$ cat src/sv/mi_pkg.sv
// ----------------------------------------------------------------------------
// mi_pkg: shared definitions of the modular inverse unit
// Word width, port widths, controller/datapath command and status bundles
// and the modular add/subtract helpers used by the datapath.
// ----------------------------------------------------------------------------
package mi_pkg;

	localparam int WORD_BITS     = 32;
	localparam int IN_DATA_BITS  = ((2 * WORD_BITS + 7) / 8) * 8;
	localparam int OUT_DATA_BITS = ((WORD_BITS + 7) / 8) * 8;
	localparam int SHIFT_BITS    = $clog2(WORD_BITS);

	// largest divisor alignment: the divisor never moves past the top bit
	localparam logic [SHIFT_BITS-1:0] SHIFT_MAX = SHIFT_BITS'(WORD_BITS - 1);

	typedef logic [WORD_BITS-1:0] word_t;
	typedef logic [WORD_BITS:0]   wide_t;

	// controller to datapath
	typedef struct packed {
		logic load;       // capture a new item
		logic div_start;  // start a division of x by y
		logic shift_up;   // align divisor one bit higher
		logic dn_a;       // quotient bit: compare/subtract, double accumulator
		logic dn_b;       // add coefficient when quotient bit set, step divisor down
		logic update;     // Euclid step: rotate remainders and coefficients
		logic reducing;   // current division is the initial operand reduction
		logic out_load;   // write result into the output register
	} mi_cmd_t;

	// datapath to controller
	typedef struct packed {
		logic m_small;     // modulus below two
		logic up_ok;       // divisor can be doubled without passing the dividend
		logic k_zero;      // divisor is back at its original alignment
		logic r_new_zero;  // newest remainder is zero, Euclid finished
	} mi_status_t;

	// (x + y) mod m with x, y < m
	function automatic word_t add_mod(word_t x, word_t y, word_t m);
		wide_t sum;
		wide_t m_w;
		sum = {1'b0, x} + {1'b0, y};
		m_w = {1'b0, m};
		if (sum >= m_w) begin
			sum = sum - m_w;
		end
		return sum[WORD_BITS-1:0];
	endfunction

	// (x - y) mod m with x, y < m
	function automatic word_t sub_mod(word_t x, word_t y, word_t m);
		word_t diff;
		diff = x - y;
		if (x < y) begin
			diff = diff + m;
		end
		return diff;
	endfunction

endpackage

$ cat src/sv/mi_dpath.sv
// ----------------------------------------------------------------------------
// mi_dpath: datapath of the modular inverse unit
// Remainder pair, Bezout coefficients, shift-subtract divider with a
// Horner-style quotient times coefficient accumulator, and the result register.
// ----------------------------------------------------------------------------
module mi_dpath import mi_pkg::*; (
	input  logic       clk,
	input  logic       arst_n,
	input  mi_cmd_t    cmd,
	output mi_status_t status,
	input  word_t      modulus,
	input  word_t      operand_value,
	output word_t      inverse,
	output logic       no_inverse
);

	word_t                 m_q;
	word_t                 x_q;    // older remainder (dividend)
	word_t                 y_q;    // newer remainder (divisor)
	word_t                 d_q;    // aligned divisor
	word_t                 rem_q;  // running remainder
	word_t                 acc_q;  // quotient times coefficient, mod m
	word_t                 co_q;   // older coefficient
	word_t                 cn_q;   // newer coefficient
	logic [SHIFT_BITS-1:0] k_q;
	logic                  qbit_q;
	word_t                 inverse_q;
	logic                  no_inv_q;

	logic rem_ge;
	logic no_inv;

	// status and per-cycle decisions
	assign rem_ge            = rem_q >= d_q;
	assign status.m_small    = (m_q[WORD_BITS-1:1] == '0);
	assign status.up_ok      = d_q <= (x_q >> 1);
	assign status.k_zero     = (k_q == '0);
	assign status.r_new_zero = (y_q == '0);
	assign no_inv            = status.m_small || (x_q != word_t'(1));

	// working registers
	always_ff @(posedge clk) begin
		if (cmd.load) begin
			m_q  <= modulus;
			x_q  <= operand_value;
			y_q  <= modulus;
			co_q <= '0;
			cn_q <= word_t'(1);
		end
		if (cmd.div_start) begin
			d_q   <= y_q;
			k_q   <= '0;
			rem_q <= x_q;
			acc_q <= '0;
		end
		if (cmd.shift_up) begin
			d_q <= d_q << 1;
			k_q <= k_q + 1'b1;
		end
		if (cmd.dn_a) begin
			acc_q  <= add_mod(acc_q, acc_q, m_q);
			qbit_q <= rem_ge;
			if (rem_ge) begin
				rem_q <= rem_q - d_q;
			end
		end
		if (cmd.dn_b) begin
			if (qbit_q) begin
				acc_q <= add_mod(acc_q, cn_q, m_q);
			end
			if (!status.k_zero) begin
				d_q <= d_q >> 1;
				k_q <= k_q - 1'b1;
			end
		end
		if (cmd.update) begin
			if (cmd.reducing) begin
				x_q  <= m_q;
				y_q  <= rem_q;
				co_q <= '0;
				cn_q <= word_t'(1);
			end else begin
				x_q  <= y_q;
				y_q  <= rem_q;
				co_q <= cn_q;
				cn_q <= sub_mod(co_q, acc_q, m_q);
			end
		end
	end

	// result register
	always_ff @(posedge clk) begin
		if (cmd.out_load) begin
			no_inv_q  <= no_inv;
			inverse_q <= no_inv ? '0 : co_q;
		end
	end

	assign inverse    = inverse_q;
	assign no_inverse = no_inv_q;

	// accumulator stays reduced below the modulus
	a_acc_reduced: assert property (@(posedge clk) disable iff (!arst_n)
		cmd.dn_b |=> (acc_q < m_q))
		else $error("accumulator not reduced modulo m");

	// a finished division leaves a remainder below the divisor
	a_rem_below: assert property (@(posedge clk) disable iff (!arst_n)
		cmd.update |-> (rem_q < y_q))
		else $error("remainder not below divisor at update");

	// divisor alignment never runs past the word
	a_shift_range: assert property (@(posedge clk) disable iff (!arst_n)
		cmd.shift_up |-> (k_q < SHIFT_MAX))
		else $error("divisor alignment out of range");

endmodule

$ cat src/sv/mi_ctrl.sv
// ----------------------------------------------------------------------------
// mi_ctrl: controller of the modular inverse unit
// One-hot state machine sequencing reduction, Euclid steps and the
// shift-subtract division, plus the output valid flag.
// ----------------------------------------------------------------------------
module mi_ctrl import mi_pkg::*; (
	input  logic       clk,
	input  logic       arst_n,
	input  logic       s_axis_tvalid,
	output logic       s_axis_tready,
	output logic       m_axis_tvalid,
	input  logic       m_axis_tready,
	input  mi_status_t status,
	output mi_cmd_t    cmd
);

	typedef enum logic [7:0] {
		S_IDLE  = 8'b0000_0001,
		S_START = 8'b0000_0010,
		S_UP    = 8'b0000_0100,
		S_DN_A  = 8'b0000_1000,
		S_DN_B  = 8'b0001_0000,
		S_UPD   = 8'b0010_0000,
		S_TEST  = 8'b0100_0000,
		S_DONE  = 8'b1000_0000
	} state_t;

	state_t state_q;
	state_t state_d;
	logic   reducing_q;
	logic   out_valid_q;
	logic   out_free;

	assign out_free      = !out_valid_q || m_axis_tready;
	assign s_axis_tready = (state_q == S_IDLE);
	assign m_axis_tvalid = out_valid_q;

	// commands and next state
	always_comb begin
		cmd          = '0;
		cmd.reducing = reducing_q;
		state_d      = state_q;
		unique case (state_q)
			S_IDLE: begin
				if (s_axis_tvalid) begin
					cmd.load = 1'b1;
					state_d  = S_START;
				end
			end
			S_START: begin
				if (status.m_small) begin
					state_d = S_DONE;
				end else begin
					cmd.div_start = 1'b1;
					state_d       = S_UP;
				end
			end
			S_UP: begin
				if (status.up_ok) begin
					cmd.shift_up = 1'b1;
				end else begin
					state_d = S_DN_A;
				end
			end
			S_DN_A: begin
				cmd.dn_a = 1'b1;
				state_d  = S_DN_B;
			end
			S_DN_B: begin
				cmd.dn_b = 1'b1;
				state_d  = status.k_zero ? S_UPD : S_DN_A;
			end
			S_UPD: begin
				cmd.update = 1'b1;
				state_d    = S_TEST;
			end
			S_TEST: begin
				if (status.r_new_zero) begin
					state_d = S_DONE;
				end else begin
					cmd.div_start = 1'b1;
					state_d       = S_UP;
				end
			end
			S_DONE: begin
				if (out_free) begin
					cmd.out_load = 1'b1;
					state_d      = S_IDLE;
				end
			end
			default: begin
				state_d = S_IDLE;
			end
		endcase
	end

	// state, reduction flag and output valid
	always_ff @(posedge clk or negedge arst_n) begin
		if (!arst_n) begin
			state_q     <= S_IDLE;
			reducing_q  <= 1'b0;
			out_valid_q <= 1'b0;
		end else begin
			state_q <= state_d;
			if (cmd.load) begin
				reducing_q <= 1'b1;
			end else if (cmd.update) begin
				reducing_q <= 1'b0;
			end
			if (cmd.out_load) begin
				out_valid_q <= 1'b1;
			end else if (m_axis_tready) begin
				out_valid_q <= 1'b0;
			end
		end
	end

	// a waiting result is never overwritten
	a_no_overwrite: assert property (@(posedge clk) disable iff (!arst_n)
		(out_valid_q && !m_axis_tready) |-> !cmd.out_load)
		else $error("waiting result overwritten");

endmodule

$ cat src/sv/modular_inverse_unit.sv
// ----------------------------------------------------------------------------
// modular_inverse_unit: modular inverse by the extended Euclidean algorithm
// Input item: modulus and operand; result item: inverse and no-inverse flag.
// ----------------------------------------------------------------------------
// Usage:
//   s_axis carries one request (modulus, operand); m_axis returns one result
//   per request, in order. tuser flags that no inverse exists (gcd not one,
//   operand a multiple of the modulus, or modulus below two); tdata is then 0.
// Operation:
//   one item at a time. The operand is first reduced modulo the modulus, then
//   each Euclid step runs a shift-subtract division: the divisor is first
//   aligned one bit at a time, then each quotient bit takes a compare/subtract
//   step and a modular add into the quotient-times-coefficient accumulator,
//   followed by bookkeeping (update and zero test). The reduction and all Euclid
//   steps share this single divide/accumulate loop; modulus below two skips it.
// Reset and stalls:
//   arst_n clears the controller and the output valid; no other state is
//   kept. A finished result waits in the output register while m_axis_tready
//   is low; the next request is accepted meanwhile and its result waits in
//   the datapath until the output register frees.
// ----------------------------------------------------------------------------
module modular_inverse_unit import mi_pkg::*; (
	input  logic                     clk,
	input  logic                     arst_n,
	input  logic                     s_axis_tvalid,
	output logic                     s_axis_tready,
	input  logic [IN_DATA_BITS-1:0]  s_axis_tdata,   // modulus, operand_value
	output logic                     m_axis_tvalid,
	input  logic                     m_axis_tready,
	output logic [OUT_DATA_BITS-1:0] m_axis_tdata,   // inverse
	output logic                     m_axis_tuser    // no_inverse
);

	mi_cmd_t    cmd;
	mi_status_t status;
	word_t      modulus;
	word_t      operand_value;
	word_t      inverse;
	logic       no_inverse;

	// unpack request fields
	assign modulus       = s_axis_tdata[WORD_BITS-1:0];
	assign operand_value = s_axis_tdata[2*WORD_BITS-1:WORD_BITS];

	mi_ctrl u_ctrl (
		.clk           (clk),
		.arst_n        (arst_n),
		.s_axis_tvalid (s_axis_tvalid),
		.s_axis_tready (s_axis_tready),
		.m_axis_tvalid (m_axis_tvalid),
		.m_axis_tready (m_axis_tready),
		.status        (status),
		.cmd           (cmd)
	);

	mi_dpath u_dpath (
		.clk           (clk),
		.arst_n        (arst_n),
		.cmd           (cmd),
		.status        (status),
		.modulus       (modulus),
		.operand_value (operand_value),
		.inverse       (inverse),
		.no_inverse    (no_inverse)
	);

	// pack result fields
	assign m_axis_tdata = OUT_DATA_BITS'(inverse);
	assign m_axis_tuser = no_inverse;

endmodule
$ cat config.mk
export PLATFORM = sky130hd
export DESIGN_NAME = modular_inverse_unit
export DESIGN_NICKNAME = d
export VERILOG_FILES = /design/src/sv/mi_pkg.sv /design/src/sv/mi_dpath.sv /design/src/sv/mi_ctrl.sv /design/src/sv/modular_inverse_unit.sv
export SDC_FILE = /design/constraint.sdc
export NUM_CORES = 1
export LEC_CHECK = 0
export ABC_CLOCK_PERIOD_IN_PS = 5000
export BUFFER_PORTS_ARGS = -buffer_cell sky130_fd_sc_hd__buf_2
export CORE_MARGIN = 2
export CORE_UTILIZATION = 57
export CTS_CLUSTER_SIZE = 40
export DETAILED_ROUTE_END_ITERATION = 8
export PLACE_DENSITY = 0.78
export SLEW_MARGIN = 20
export SYNTH_ARGS = -nofsm -noshare
export SYNTH_HDL_FRONTEND = slang
export SYNTH_SLANG_ARGS = --single-unit
$ cat constraint.sdc
create_clock -name clk -period 5 [get_ports clk]
set_clock_uncertainty 0.2 [all_clocks]
set_input_delay 0.5 -clock clk [delete_from_list [all_inputs] [get_ports clk]]
set_output_delay 0.5 -clock clk [all_outputs]
set_load 0.1 [all_outputs]
Word level (Yosys, flattened, before mapping)

Cells that the tools add are included.

Register bits: 305
Word-level logic and storage cells: 102

Order comparisons: 5
Equal/unequal tests: 12
Reduce and logical (&&, ||, !) cells: 9
Multiplexer cells: 52
Add/sub/neg operators: 9

Operator list:

| kind                | count |
|---|---|
| $mux 32             | 25 |
| $sub 32x32->32      | 4 |
| $add 32x32->33      | 2 |
| $ge 33x32->1        | 2 |
| $pmux 8 s8          | 1 |
| $mux 8              | 5 |
| $add 32x32->32      | 1 |
| $ge 32x32->1        | 1 |
| $le 32x31->1        | 1 |
| $logic_not 32->1    | 1 |
| $lt 32x32->1        | 1 |
| $ne 32x1->1 const B | 1 |
| $logic_not 31->1    | 1 |
| $mux 5              | 4 |
| $mux 1              | 15 |
| $eq 8x1->1 const B  | 1 |
| $eq 8x2->1 const B  | 1 |
| $eq 8x3->1 const B  | 1 |
| $eq 8x4->1 const B  | 1 |
| $eq 8x5->1 const B  | 1 |
| $eq 8x6->1 const B  | 1 |
| $eq 8x7->1 const B  | 1 |
| $eq 8x8->1 const B  | 1 |
| $mux 6              | 1 |
| other kinds (10)    | 13 |

Depth between registers and ports, before layout

Gate-level depths: netlist (run 1).

Word-level depth: 7
Gate-level depth with buffers: 26
Gate-level depth less buffers: 25

By module

Synthesis (run 1) repeated with hierarchy kept, for this count alone.

Cell total of the unflattened synthesis: 2729
Area total of the unflattened synthesis: 24553.5 µm²

By module, submodules not included:

| module   | area each (µm²) | instances | cells an instance |
|---|---|---|---|
| mi_dpath | 23927.9         | 1         | 2668 |
| mi_ctrl  | 625.6           | 1         | 61 |

Worst setup path after synthesis (run 1)

Ideal clock, no wire load.

Path kind: register -> register
Start: register u_ctrl.state_q[7]
End: register u_dpath.cn_q[0], enable pin
Data required time: 4309 ps
Cell stages (with the launch flop): 7
Setup slack: -2203 ps
Arrival: 6511 ps
Period minus slack after synthesis: 7203 ps
Cells stage by stage: dfrtp_1 -> nor2_1 -> nand2_1 -> or3_1 -> nor3b_1 -> nand2_1 -> nand2_1

Cells in the longest elaborated chain, start to end: 3

RTL lines:

| item                               | line                       | source |
|---|---|---|
| from (decl)                        | mi_ctrl.sv:28              | `state_t state_q;` |
| from (signal assigned)             | mi_ctrl.sv:104             | `state_q <= state_d;` |
| $eq 8x1->1                         | -                          |  |
| named net s_axis_tready            | modular_inverse_unit.sv:26 | `output logic s_axis_tready,` |
| $mux 1                             | mi_ctrl.sv:43              | `unique case (state_q)` |
| $reduce_bool 2->1 (no source line) | -                          |  |
| to (signal assigned)               | mi_dpath.sv:48             | `cn_q <= word_t'(1);` |
| to (signal assigned)               | mi_dpath.sv:81             | `cn_q <= word_t'(1);` |
| to (signal assigned)               | mi_dpath.sv:86             | `cn_q <= sub_mod(co_q, acc_q, m_q);` |
| to (decl)                          | mi_dpath.sv:24             | `word_t cn_q;` |

The timed path passes the listed nets, and every way through them passes these cells.
A chain may end at the register's enable or synchronous reset.

Worst setup path in the final report (run 1)

Start: register u_dpath.cn_q[0]
End: register u_dpath.acc_q[22]

Cells in the longest elaborated chain, start to end: 5

RTL lines:

| item                                                  | line                       | source |
|---|---|---|
| $add 32x32->33 *                                      | mi_pkg.sv:43               | `sum = {1'b0, x} + {1'b0, y};` |
| $sub 32x32->32 / $ge 33x32->1 (equally long branches) | mi_pkg.sv:46, mi_pkg.sv:45 |  |
| $mux 32 *                                             | mi_pkg.sv:45               | `if (sum >= m_w) begin` |
| $mux 32 *                                             | mi_dpath.sv:68             | `if (qbit_q) begin` |
| $mux 32 *                                             | mi_dpath.sv:67             | `if (cmd.dn_b) begin` |
| to (signal assigned)                                  | mi_dpath.sv:61             | `acc_q <= add_mod(acc_q, acc_q, m_q);` |
| to (signal assigned)                                  | mi_dpath.sv:69             | `acc_q <= add_mod(acc_q, cn_q, m_q);` |
| to (decl)                                             | mi_dpath.sv:22             | `word_t acc_q;` |

Mark *: on every way between the ends. The rest lies on a longest branch, timed or not.

==> results.json, run 1 <==
{
  "status": "finished, violations left",
  "violations": "setup timing",
  "clk_latency_ns": 0.56,
  "drtIter0Drc": 1993,
  "layout_common_cells": "nand2_1, buf_4, ha_1, o21ai_0, edfxtp_1",
  "maxSlewViolCount": 0,
  "syn_area_mm2": 0.0238,
  "clock_sinks": 305,
  "placed_cells": 3426,
  "fp.dieH_um": 208,
  "path_max_fanout": 5,
  "core-area_mm2": 0.0410,
  "crit_path_end_kind": "flip-flop",
  "worst-setup-path-type": "flip-flop to flip-flop",
  "ios": 103,
  "hp-class": "input port to flip-flop",
  "n_antenna_cell": 0,
  "dr_total_vias": 22400,
  "syn-instance-count": 2709,
  "cts_tree": "yes",
  "initial_core_util_pct": 57.9,
  "syn_to_final_growth_pct": 20.4,
  "cp_slowest_stage_delay_ns": 0.46,
  "grt_max_degree": 129,
  "hold_viol_final": 0,
  "max_freq_mhz": 187,
  "die_w_um": 208,
  "fillers": 3114,
  "tightest_slew_ns": 1.08,
  "h-tree-depth": 2,
  "period_share_pct": 107,
  "io_buffers": 102,
  "cts_root_buffer": "clkbuf_16",
  "cp-start-kind": "flip-flop",
  "crit_required_ns": 5.19,
  "rsz0062_at_grt": "yes",
  "drt_wl_total_um": 76300,
  "grt_antenna_before_repair": 1,
  "drc": 0,
  "drt_pass1_iterations": 6,
  "final-instance-count-excl-fill": 3585,
  "multi_input_area_mm2": 0.0152,
  "ff_latch_area_mm2": 0.00811,
  "grt.total_usage_pct": 33.7,
  "clk_path_buf_depth": 3,
  "cts_buffers": 37,
  "hold_ws_ns": 0.0215,
  "dieArea_mm2": 0.0433,
  "cpMaxStageDelayCell": "edfxtp_1",
  "path_buf_inv": 3,
  "synth_cell_types": 87,
  "finalNetCount": 3323,
  "clkTransAtPathRegs_ns": 0.06,
  "ir_worst_vdd_mv": 0.399,
  "async_reset_ff_share_pct": 3.28,
  "min_period_ns": 5.34,
  "synth_edf_count": 194,
  "antenna_left": 0,
  "grt_pass1_vias": 21700,
  "dpl.hpwl_um": 55300,
  "ys_seq_elements": 305,
  "grt_pass1_wl_um": 116000,
  "finalSetupViolations": 34,
  "grt.overflow.total": 0,
  "avgSynthCellArea_um2": 8.77,
  "final_common_cell": "nand2_1",
  "fin_tns_setup_ns": -9.16,
  "viasPerCell": 6.26,
  "slew-limit-headroom_pct": 27.9,
  "powerDensity_mw_per_mm2": 695,
  "leakage_nw": 12.9,
  "maxCapViolCount": 0,
  "rows": 74,
  "crit_family": "compound AO/OA/AOI/OAI gates",
  "wl_per_cell_um": 21.3,
  "syn_nets": 3007,
  "yosys_warnings": 0,
  "gp_congestion": 0.986,
  "seq_area_frac_synth_pct": 34.1,
  "synth-main-ff-cell": "edfxtp_1",
  "fin_ws_ns": -0.338,
  "drive_gt1_share_pct": 17.4,
  "arrival_ns": 5.53
}
-- path summary, 6_finish.rpt --
check / start / to / slack [ns] / depth (start not counted)
max: u_dpath.cn_q[0]$_SDFFCE_PP1P_ / u_dpath.acc_q[22]$_DFF_P_ / -0.34 / 25
min: s_axis_tdata[57] / u_dpath.x_q[25]$_DFFE_PP_ / 0.02 / 3
max reg2reg: u_dpath.cn_q[0]$_SDFFCE_PP1P_ / u_dpath.acc_q[22]$_DFF_P_ / -0.34 / 25
min reg2reg: u_dpath.d_q[11]$_DFF_P_ / u_dpath.d_q[10]$_DFF_P_ / 0.30 / 2
max in group asynchronous: arst_n / u_ctrl.state_q[0]$_DFFE_PN1P_ / 4.17 / 2
min in group asynchronous: arst_n / u_ctrl.state_q[3]$_DFFE_PN0P_ / 0.17 / 2
-- routing by layer --
layer  track usage [%]  share of wire [%]  vias to the layer above
li1                  -                  -                    10500
met2              55.8                 47                     1038
met3              4.62                8.1                      218
met4              15.0                4.5                        0
met1              44.1                 41                    10700
met5                 0                  0                        -
-- through the flow --
step	total power, W	utilization (%)	setup WS (ns)	area, um^2
finish	0.0199	69.7	-0.338	28600
global route	0.0211	69.7	-0.504	28600
CTS	0.0186	68.1	-0.147	27900
detailed placement	0.0154	63.3	-0.478	26000
global placement	0.0151	63.3	-0.298	26000
floorplan	0.0122	-	0.000535	23800
-- what timing repair did --
action / CTS / global route
endpoints found under the hold margin: 56 / 0
gates resized for setup: 51 / 83
buffers inserted: 22 / 25
pin swaps: 54 / 68
endpoints found under the setup margin: 39 / 40
gates cloned: 0 / 4
hold buffers: 41 / 0
-- final cells by class --
class,instances,share of cell area (%)
multi-input cells,2121,53.1
flip-flops and latches,305,28.4
repair buffers,372,9.59
clock buffers,47,3.47
inverters,188,2.47
well taps,532,2.33
clock inverters,20,0.665
-- cells in the mapped netlist, drive strengths merged (69+ instances only) --
cell      n  area (um^2)
a21o    102          766
a21oi   220         1120
and2     75          469
clkbuf   69          259
dfxtp   101         2020
edfxtp  194         5830
ha      224         2800
inv     188          706
mux2i   129         1290
nand2   327         1230
nor2    140          526
o21ai   233         1170
xnor2    98          858
-- registers in the layout, summed over array words and instances (netlist names), 8 cells and up --
register,count
u_ctrl.state_q,8
u_dpath.acc_q,32
u_dpath.cn_q,32
u_dpath.co_q,32
u_dpath.d_q,32
u_dpath.inverse,32
u_dpath.m_q,32
u_dpath.rem_q,32
u_dpath.x_q,32
u_dpath.y_q,32
-- tightest hold or removal path: cells and delay by family --
family / cells / cell delay [ns]
AOI/OAI and AO/OA: 1 / 0.06
and+or+nand+nor: 1 / 0.04
buffers and inverters: 1 / 0.08
-- logic make-up (layout without fill, tap and decap cells) --
family	after synthesis	after routing	synth area share, %
mux	130	130	5.48
simple gates	795	795	16.0
flops	305	305	34.1
xor+xnor	160	160	5.90
fa+ha+maj	230	230	12.3
compound gates	806	806	21.5
buf+inv	283	627	4.79
-- power by group --
group,switching (W),internal [W],leakage (nW)
Sequential,0.000764,0.00346,2.84
Combinational,0.00716,0.00578,9.52
Clock,0.00113,0.00157,0.568
Total,0.00906,0.0108,12.9
Power figures use the tool's default switching activity.
==> run 2, diff against run 1 <==
- CORE_UTILIZATION: 57 -> 58
- PLACE_DENSITY: 0.78 -> 0.79
- SLEW_MARGIN: 20 -> 10
- SYNTH_HIERARCHICAL: not set -> 1
==> run 2 against run 1 <==
Compared with the run above: critical endpoint is now u_dpath/cn_q[31]$_SDFFCE_PP0P_; fmax is 1.2% higher; clock-buffer cell count is 5 lower; final cell count is 2.8% higher; worst setup slack better by 0.061 ns; hold slack better by 0.0062 ns; area after synthesis is 3.3% higher; the run still ends with setup timing left.
==> results.json, run 2 <==
{
  "synth_compound_area_share_pct": 20.6,
  "clk_latency_ns": 0.61,
  "maxCapViolCount": 0,
  "hold_ws_ns": 0.0277,
  "placed_cells": 3498,
  "synth_top_cells_by_count": "a21oi_1, ha_1, nor2_1",
  "synth_top_area_share_pct": 23.7,
  "drt_pass1_iterations": 6,
  "cts_tree": "yes",
  "rsz0062_at_grt": "yes",
  "core-area_mm2": 0.0419,
  "drt_wl_total_um": 79700,
  "avgSynthCellArea_um2": 9.00,
  "reg2regPathDepth": 25,
  "power.share.sequential_pct": 18.0,
  "cts_root_buffer": "clkbuf_16",
  "dieArea_mm2": 0.0440,
  "syn-instance-count": 2729,
  "synth_cell_types": 93,
  "clock_sinks": 305,
  "arrival_ns": 5.40,
  "dr_total_vias": 23300,
  "drtIter0Drc": 2569,
  "path_max_fanout": 4,
  "gp_congestion": 1.02,
  "syn_area_mm2": 0.0246,
  "wl_per_cell_um": 21.6,
  "fin_ws_ns": -0.276,
  "final_common_cell": "buf_4",
  "ir_worst_vdd_mv": 0.459,
  "finalSetupViolations": 38,
  "async_reset_ff_share_pct": 3.28,
  "clkPwrFrac_pct": 11.9,
  "cts_buffers": 38,
  "layout_common_cells": "buf_4, a21oi_1, ha_1, edfxtp_1, nor2_1",
  "yosys_warnings": 6,
  "final-instance-count-excl-fill": 3685,
  "grt_antenna_before_repair": 1,
  "synth_top_family_by_area": "compound AO/OA/AOI/OAI gates",
  "min_period_ns": 5.28,
  "status": "finished, violations left",
  "fillers": 2927,
  "viasPerCell": 6.33,
  "syn_to_final_growth_pct": 24.9,
  "hp-class": "input port to flip-flop",
  "tightest_slew_ns": 1.14,
  "fin_tns_setup_ns": -5.50,
  "grt_max_degree": 99,
  "period_share_pct": 106,
  "final_cell_area_mm2": 0.0307,
  "p_sw_share_pct": 46.2,
  "grt.overflow.total": 0,
  "clkTransAtPathRegs_ns": 0.06,
  "yosys.area.top_type": "edfxtp_1",
  "syn_nets": 3027,
  "ios": 103,
  "ys_seq_elements": 305,
  "antenna_left": 0,
  "drc": 0,
  "maxSlewViolCount": 0,
  "synth_top_cells_by_area": "edfxtp_1, ha_1, dfxtp_1",
  "combPwrFrac_pct": 70.1,
  "initial_core_util_pct": 58.7,
  "synth-xor-area-share_pct": 6.03,
  "grt_pass1_vias": 22600,
  "die_w_um": 210,
  "io_buffers": 102,
  "cp-start-kind": "flip-flop",
  "dpl.hpwl_um": 57800,
  "p_switching_w": 0.0111,
  "rows": 75,
  "finalNetCount": 3413,
  "ff_latch_area_mm2": 0.00811,
  "multi_input_area_mm2": 0.0163,
  "grt_pass1_wl_um": 121000,
  "placed_area_mm2": 0.0273,
  "crit_required_ns": 5.13,
  "crit_path_end_kind": "flip-flop",
  "grt.total_usage_pct": 35.0,
  "seq_area_frac_synth_pct": 33.0,
  "max_freq_mhz": 190,
  "synth_mux_area_share_pct": 8.53,
  "fin_util_pct": 73.2,
  "synthSimpleGateAreaFrac_pct": 15.1,
  "min_path_cells": 3,
  "violations": "setup timing",
  "slew-limit-headroom_pct": 24.0,
  "p_int_w": 0.0130,
  "yosysMostFrequentCell": "a21oi_1",
  "fp.dieH_um": 210,
  "synth-main-ff-cell": "edfxtp_1",
  "leakage_nw": 13.4,
  "hold_viol_final": 0,
  "synth_fa_ha_area_share_pct": 11.9,
  "clk_path_buf_depth": 3,
  "worst-setup-path-type": "flip-flop to flip-flop",
  "h-tree-depth": 2,
  "drive_gt1_share_pct": 23.4,
  "powerDensity_mw_per_mm2": 787,
  "synth_edf_count": 194
}
-- run 2: cell types whose count changed in the layout (fill, tap and decap cells not counted), sizes merged, moves of 18 or more --
cell   delta
nand2   -182
o21ai   -100
buf      +97
nor2     +69
a21oi    +58
mux2     +40
mux2i    +34
nand3    +18
-- run 2: logic make-up after synthesis --
family,Yosys count
simple gates,731
compound gates,789
flops,305
xor+xnor,169
fa+ha+maj,230
buf+inv,301
mux,204
-- run 2: final cells by class --
class | count | share of cell area (%)
well taps | 539 | 2.20
repair buffers | 463 | 11.6
clock buffers | 42 | 3.25
flip-flops and latches | 305 | 26.4
inverters | 184 | 2.25
multi-input cells | 2123 | 53.2
clock inverters | 27 | 0.975
diodes | 2 | 0.0163
-- run 2: worst paths after layout --
kind / from / endpoint / slack, ns
max: u_dpath/co_q[0]$_SDFFCE_PP0P_ / u_dpath/cn_q[31]$_SDFFCE_PP0P_ / -0.28
min: s_axis_tdata[47] / u_dpath/x_q[15]$_DFFE_PP_ / 0.03
max reg2reg: u_dpath/co_q[0]$_SDFFCE_PP0P_ / u_dpath/cn_q[31]$_SDFFCE_PP0P_ / -0.28
min reg2reg: u_dpath/k_q[4]$_DFF_P_ / u_dpath/k_q[4]$_DFF_P_ / 0.28
max in group asynchronous: arst_n / u_ctrl/state_q[0]$_DFFE_PN1P_ / 4.25
min in group asynchronous: arst_n / u_ctrl/m_axis_tvalid$_DFFE_PN0P_ / 0.09
-- run 2: metal layers --
layer	vias to the layer above	global-route usage [%]	routed length, um
met5	-	0	0
met4	0	16.2	3790
met3	228	4.79	6240
met2	1096	56.7	36500
met1	11200	46.6	33200
li1	10800	-	-
-- run 2: power by group through the flow --
| stage | combinational, W | sequential, W | clock, W |
|---|---|---|---|
| floorplan | 0.00996 | 0.00399 | 0 |
| global placement | 0.0135 | 0.00429 | 0 |
| detailed placement | 0.0140 | 0.00431 | 0 |
| CTS | 0.0149 | 0.00428 | 0.00291 |
| global route | 0.0182 | 0.00438 | 0.00300 |
| finish | 0.0169 | 0.00433 | 0.00288 |
-- run 2: timing repair --
action                     in CTS  in global routing
hold buffers                   34                  0
hold endpoints to repair       44                  0
pin swaps                      59                115
setup endpoints to repair      40                 45
gates resized for setup        80                149
cloned                          2                  3
buffers inserted               47                 35
-- run 2: metrics by stage --
stage | worst slack, ns | total power (W)
6_report | -0.276 | 0.0241
5_1_grt | -0.435 | 0.0256
4_1_cts | -0.139 | 0.0221
3_5_place_dp | -0.778 | 0.0183
3_3_place_gp | -0.550 | 0.0178
2_1_floorplan | 0.000896 | 0.0140
-- run 2: worst max-delay path: stages (launching register included) --
cell	delay, ns
edfxtp_1	0.38
inv_2	0.08
ha_4	0.13
inv_2	0.03
fa_2	0.33
a21o_1	0.19
a221oi_2	0.32
o2bb2ai_2	0.18
a221o_1	0.30
o31ai_4	0.10
buf_4	0.15
nor3_4	0.21
xnor2_2	0.11
ha_1	0.34
buf_4	0.12
buf_4	0.10
nand4_1	0.12
nor2_1	0.20
nand2_1	0.07
o211ai_1	0.28
nand4_1	0.25
a31oi_4	0.22
nor4_1	0.09
o31ai_2	0.30
xor2_1	0.17
nor2_1	0.05
